$ cat src/hdl/assert_macros.svh
// assertion macros shared by the walker rtl
// no dependencies; synthesis builds see empty bodies
`ifndef ASSERT_MACROS_SVH
`define ASSERT_MACROS_SVH
`ifndef SYNTHESIS
// condition must hold on every edge out of reset
`define ASSERT_ALWAYS(label, clk, rst, expr, msg) \
  label: assert property (@(posedge clk) disable iff (rst) (expr)) else $error(msg);
// same-cycle implication
`define ASSERT_IMPLY(label, clk, rst, ante, cons, msg) \
  label: assert property (@(posedge clk) disable iff (rst) (ante) |-> (cons)) else $error(msg);
// next-cycle implication
`define ASSERT_NEXT(label, clk, rst, ante, cons, msg) \
  label: assert property (@(posedge clk) disable iff (rst) (ante) |=> (cons)) else $error(msg);
`else
`define ASSERT_ALWAYS(label, clk, rst, expr, msg)
`define ASSERT_IMPLY(label, clk, rst, ante, cons, msg)
`define ASSERT_NEXT(label, clk, rst, ante, cons, msg)
`endif
`endif

$ cat src/hdl/ptw_pkg.sv
// types, constants and helpers for the page table walker
// used by the channel interfaces, controller, datapath and top level
package ptw_pkg;

  localparam int VA_W      = 64;
  localparam int PA_W      = 52;
  localparam int FLAG_W    = 12;
  localparam int ENTRY_W   = 64;
  localparam int SLOT_W    = 9;
  localparam int SLOTS     = 512;
  localparam int PAGE_SHIFT = 12;
  localparam int STATUS_W  = 2;
  localparam int CFG_IDX_W = 2;

  localparam int SHIFT_L0 = 39;
  localparam int SHIFT_L1 = 30;
  localparam int SHIFT_L2 = 21;
  localparam int SHIFT_L3 = 12;

  localparam logic [1:0] LAST_UPPER = 2'd2;
  localparam logic [1:0] LEAF_LEVEL = 2'd3;

  localparam logic KIND_LOOKUP = 1'b0;
  localparam logic KIND_MAP    = 1'b1;

  localparam logic [PA_W-1:0]   FRAME_MASK_RST  = 52'hFFFFFFFFFF000;
  localparam logic [FLAG_W-1:0] ENTRY_FLAGS_RST = 12'h007;

  typedef enum logic [CFG_IDX_W-1:0] {
    CFG_TABLE_BASE  = 2'd0,
    CFG_FRAME_MASK  = 2'd1,
    CFG_ENTRY_FLAGS = 2'd2
  } cfg_reg_t;

  typedef enum logic [STATUS_W-1:0] {
    ST_DONE = 2'd0,
    ST_MISS = 2'd1,
    ST_FULL = 2'd2
  } status_t;

  typedef enum logic [1:0] {
    RES_HIT  = 2'd0,
    RES_MISS = 2'd1,
    RES_FULL = 2'd2,
    RES_DONE = 2'd3
  } res_sel_t;

  typedef struct packed {
    logic       load_req;
    logic       rd;
    logic       take;
    logic       alloc;
    logic       sweep_we;
    logic       clr_we;
    logic       leaf_we;
    logic       cnt_clr;
    logic       cnt_inc;
    logic       res_load;
    logic [1:0] level;
    res_sel_t   res_sel;
  } ptw_cmd_t;

  typedef struct packed {
    logic follow_ok;
    logic room_ok;
    logic dirty_fresh;
    logic sweep_last;
    logic clr_last;
    logic is_map;
  } ptw_sts_t;

  // table index bits of the virtual address for one level
  function automatic logic [SLOT_W-1:0] slot_of(logic [VA_W-1:0] va, logic [1:0] level);
    logic [SLOT_W-1:0] s;
    case (level)
      2'd0:    s = va[SHIFT_L0 +: SLOT_W];
      2'd1:    s = va[SHIFT_L1 +: SLOT_W];
      2'd2:    s = va[SHIFT_L2 +: SLOT_W];
      default: s = va[SHIFT_L3 +: SLOT_W];
    endcase
    return s;
  endfunction

endpackage

$ cat src/hdl/ptw_ctrl.sv
// walk sequencer: clearing pass, level walk, allocation and result hand-off
// depends on ptw_pkg command/status structs
module ptw_ctrl import ptw_pkg::*; (
  input  logic     clk,
  input  logic     rst,
  input  logic     in_valid,
  output logic     in_ready,
  output logic     out_valid,
  input  logic     out_ready,
  output ptw_cmd_t cmd,
  input  ptw_sts_t sts
);

  typedef enum logic [8:0] {
    S_CLEAR = 9'b000000001,
    S_IDLE  = 9'b000000010,
    S_RD    = 9'b000000100,
    S_EV    = 9'b000001000,
    S_CHECK = 9'b000010000,
    S_SWEEP = 9'b000100000,
    S_ALLOC = 9'b001000000,
    S_LEAF  = 9'b010000000,
    S_FIN   = 9'b100000000
  } state_t;

  state_t     state, state_next;
  logic [1:0] level, level_next;
  res_sel_t   res_sel, res_sel_next;
  logic       out_valid_next;

  always_ff @(posedge clk) begin
    if (rst) begin
      state     <= S_CLEAR;
      level     <= 2'd0;
      res_sel   <= RES_DONE;
      out_valid <= 1'b0;
    end else begin
      state     <= state_next;
      level     <= level_next;
      res_sel   <= res_sel_next;
      out_valid <= out_valid_next;
    end
  end

  always_comb begin
    state_next   = state;
    level_next   = level;
    res_sel_next = res_sel;
    in_ready     = 1'b0;
    cmd          = '0;
    cmd.level    = level;
    cmd.res_sel  = res_sel;
    unique case (state)
      S_CLEAR: begin
        cmd.clr_we  = 1'b1;
        cmd.cnt_inc = 1'b1;
        if (sts.clr_last) state_next = S_IDLE;
      end
      S_IDLE: begin
        in_ready = 1'b1;
        if (in_valid) begin
          cmd.load_req = 1'b1;
          level_next   = 2'd0;
          state_next   = S_RD;
        end
      end
      S_RD: begin
        cmd.rd     = 1'b1;
        state_next = S_EV;
      end
      S_EV: begin
        if (level == LEAF_LEVEL) begin
          res_sel_next = RES_HIT;
          state_next   = S_FIN;
        end else if (sts.follow_ok) begin
          cmd.take   = 1'b1;
          level_next = level + 2'd1;
          // a map with all upper levels present goes straight to the leaf
          if (sts.is_map && level == LAST_UPPER) state_next = S_CHECK;
          else state_next = S_RD;
        end else if (sts.is_map) begin
          state_next = S_CHECK;
        end else begin
          res_sel_next = RES_MISS;
          state_next   = S_FIN;
        end
      end
      S_CHECK: begin
        if (!sts.room_ok) begin
          res_sel_next = RES_FULL;
          state_next   = S_FIN;
        end else if (level == LEAF_LEVEL) begin
          state_next = S_LEAF;
        end else if (sts.dirty_fresh) begin
          cmd.cnt_clr = 1'b1;
          state_next  = S_SWEEP;
        end else begin
          state_next = S_ALLOC;
        end
      end
      S_SWEEP: begin
        cmd.sweep_we = 1'b1;
        cmd.cnt_inc  = 1'b1;
        if (sts.sweep_last) state_next = S_ALLOC;
      end
      S_ALLOC: begin
        cmd.alloc  = 1'b1;
        level_next = level + 2'd1;
        state_next = S_CHECK;
      end
      S_LEAF: begin
        cmd.leaf_we  = 1'b1;
        res_sel_next = RES_DONE;
        state_next   = S_FIN;
      end
      S_FIN: begin
        if (!out_valid || out_ready) begin
          cmd.res_load = 1'b1;
          state_next   = S_IDLE;
        end
      end
      default: state_next = S_IDLE;
    endcase
  end

  always_comb begin
    out_valid_next = out_valid;
    if (out_valid && out_ready) out_valid_next = 1'b0;
    if (cmd.res_load) out_valid_next = 1'b1;
  end

endmodule

$ cat config.mk
export PLATFORM = sky130hd
export DESIGN_NAME = ptw_ctrl
export DESIGN_NICKNAME = d
export VERILOG_FILES = /design/src/hdl/assert_macros.svh /design/src/hdl/ptw_pkg.sv /design/src/hdl/ptw_ctrl.sv
export SDC_FILE = /design/constraint.sdc
export NUM_CORES = 1
export LEC_CHECK = 0
export ABC_AREA = 1
export BUFFER_PORTS_ARGS = -buffer_cell sky130_fd_sc_hd__buf_2
export CORE_ASPECT_RATIO = 0.75
export CORE_MARGIN = 2
export CORE_UTILIZATION = 55
export CTS_CLUSTER_SIZE = 24
export DETAILED_ROUTE_END_ITERATION = 16
export PLACE_DENSITY = 0.92
export REMOVE_ABC_BUFFERS = 1
export SLEW_MARGIN = 20
export SYNTH_ARGS = -nofsm -noshare
export SYNTH_HDL_FRONTEND = slang
export SYNTH_SLANG_ARGS = --single-unit
$ cat constraint.sdc
create_clock -name clk -period 2.6 [get_ports clk]
set_clock_uncertainty 0.2 [all_clocks]
set_input_delay 0.13 -clock clk [delete_from_list [all_inputs] [get_ports clk]]
set_output_delay 0.13 -clock clk [all_outputs]
set_load 0.05 [all_outputs]
==> results.tsv <==
stage	metric	value	unit
run_status	outcome	completed	
floorplanning	start_util	0.574	
finish	final_common_cell	nand2_1	
clock_network	post-cts-setup-buffer-count	0	
sta	tightest_slew	284	ps
finish	drive_gt1_frac	0.303	
hold_path	hp-class	primary input to flop	
routing	finalWirelength	2300	um
synth	synth_top_cell_area_share	0.289	
setup_path	startpoint	state[2]	
synth	syn-mean-instance-area	6.30	sq um
setup_path	crit_path_end_kind	output port	
routing	num_vias	1030	
finish	fill_cells	144	
synth	synth_area	971	sq um
setup_path	cp_max_fo	4	
finish	final_cell_mix	nand2_1 (32), nor2_1 (29), inv_1 (28), buf_2 (25), dfxtp_1 (14)	
global_routing	antenna_found_initial	0	
clock_network	cts_tree	yes	
hold_path	worstHoldStart	sts[3]	
setup_path	critPathRequiredTime	2270	ps
setup_path	crit_type	flop to output port	
pwr	power_density	408	nW/um^2
synth	synth_largest_area_cell	dfxtp_1	
flow_run	max_cap_violations	0	
floorplanning	rows	13	
floorplanning	io_pins	26	
setup_path	rr_worst_depth	8	
routing	dr.first_iter.drc_count	26	
sta	holdWs	4.26	ps
floorplanning	die_area	2120	sq um
sta	period_share	0.786	
clock_network	clockBufferDepth	2	
clock_network	insertion_delay	280	ps
clock_network	holdBufCountCts	5	
setup_path	r2r-start	state[2]	
synth	synth_seq_cells	14	
synth	synth.area.top_cells	dfxtp_1 (29%), nand2_1 (12%), nor2_1 (11%)	
sta	slew_viol_final	0	
routing	ant_nets	0	
synth	synth-seq-area-share	0.289	
finish	antennaDiodeCount	0	
pwr	p_leak	0.707	nW
synth	ys_types	22	
clock_network	htree_levels	1	
global_routing	track_usage	0.261	
floorplanning	fp.dieH	40.4	um
routing	detail_route.wl_per_cell	11.1	um
global_routing	grt_overflow	0	
sta	final.setup.tns	0	ps
routing	dr.pass1.iters	4	
setup_path	crit_path_start_kind	flop	
hold_path	min_path_cells	6	
clock_network	cts_buffers	3	
floorplanning	die-width	52.5	um
global_routing	first_global_vias	946	
placed_design	gp_congestion	0.873	
placed_design	dp.final_hpwl	1800	um
routing	vias_per_cell	4.98	
synth	ys_warn_count	0	
finish	nets	198	
placed_design	post_dp_cell_area	1100	sq um
sta	slew_headroom	0.810	
placed_design	io_buffers	25	
clock_network	cts.sinks	14	
finish	syn_to_final_growth	22.6	%
finish	fin_area	1190	sq um
sta	max_freq	489	MHz
clock_network	clk_pin_slew_worst_paths	90	ps
synth	syn_inst	154	
sta	setup_viol	0	
sta	final.min_clock_period	2040	ps
clock_network	cts_root_buf	clkbuf_4	
pwr	peakVddDrop	0.000274	V
clock_network	cts-resized-gates	0	
sta	rsz0062_at_grt	no	
setup_path	arrival	1710	ps
sta	hold_viol	0	
routing	drc	0	
global_routing	grt_max_degree	9	
global_routing	grt_pass1_wl	3930	um
floorplanning	core	1690	sq um
-- critical path, stage by stage, from the launching register on --
cell and delay, ps:
dfxtp_1 350, nor2_4 180, nand3_2 140, nor2_1 150, nand2_1 120, inv_2 70
nand3_1 90, inv_1 80, buf_2 260
-- synthesized netlist by cell type, drive strengths merged --
master	number
buf	2
clkbuf	1
nand2	41
dfxtp	14
ha	2
o22ai	1
nor2	37
nor3	1
inv	33
a21oi	4
o21ai	4
a21boi	1
nand3	13
-- where the power goes --
group,leakage [nW],switching (mW),internal [mW]
logic,0.572,0.0699,0.0313
clock network,0.0210,0.0741,0.0853
registers,0.114,0.00571,0.219
-- cell families after synthesis --
group | count (synthesis) | synth area share
simple gates | 92 | 0.474
buf+inv | 36 | 0.148
flops | 14 | 0.289
compound gates | 10 | 0.0631
fa+ha+maj | 2 | 0.0258
-- state kept, by name, indices dropped and copies added (netlist names) --
signal / count
state: 9
level: 2
res_sel: 2
out_valid: 1
-- area by class of cell --
cell class                 instances  area, sq um  share of cell area
timing repair buffer              30          175               0.147
sequential                        14          280               0.236
clock buffer                       4         36.3              0.0305
multi-input combinational        104          547               0.460
tap                               22         27.5              0.0231
inverter                          33          124               0.104
-- final timing paths --
path | endpoint | slack [ps]
setup / recovery | cmd[6] | 560
hold / removal | state[6] | 4
setup reg to reg | state[5] | 570
hold reg to reg | res_sel[0] | 290
-- metal layers --
metal,GRT usage,share of wire
met5,0,0
met4,0.109,0.022
met1,0.294,0.42
met3,0.0672,0.066
met2,0.481,0.49
-- per-stage QoR --
| step | instances | utilization | worst slack, ps | power, mW |
|---|---|---|---|---|
| 2_1_floorplan | 151 | - | 654 | 0.299 |
| 3_3_place_gp | 198 | 0.652 | 989 | 0.322 |
| 3_5_place_dp | 198 | 0.652 | 918 | 0.324 |
| 4_1_cts | 207 | 0.703 | 605 | 0.485 |
| 5_1_grt | 207 | 0.703 | 413 | 0.508 |
| 6_report | 207 | 0.703 | 557 | 0.485 |
(Power assumes the default switching activity.)
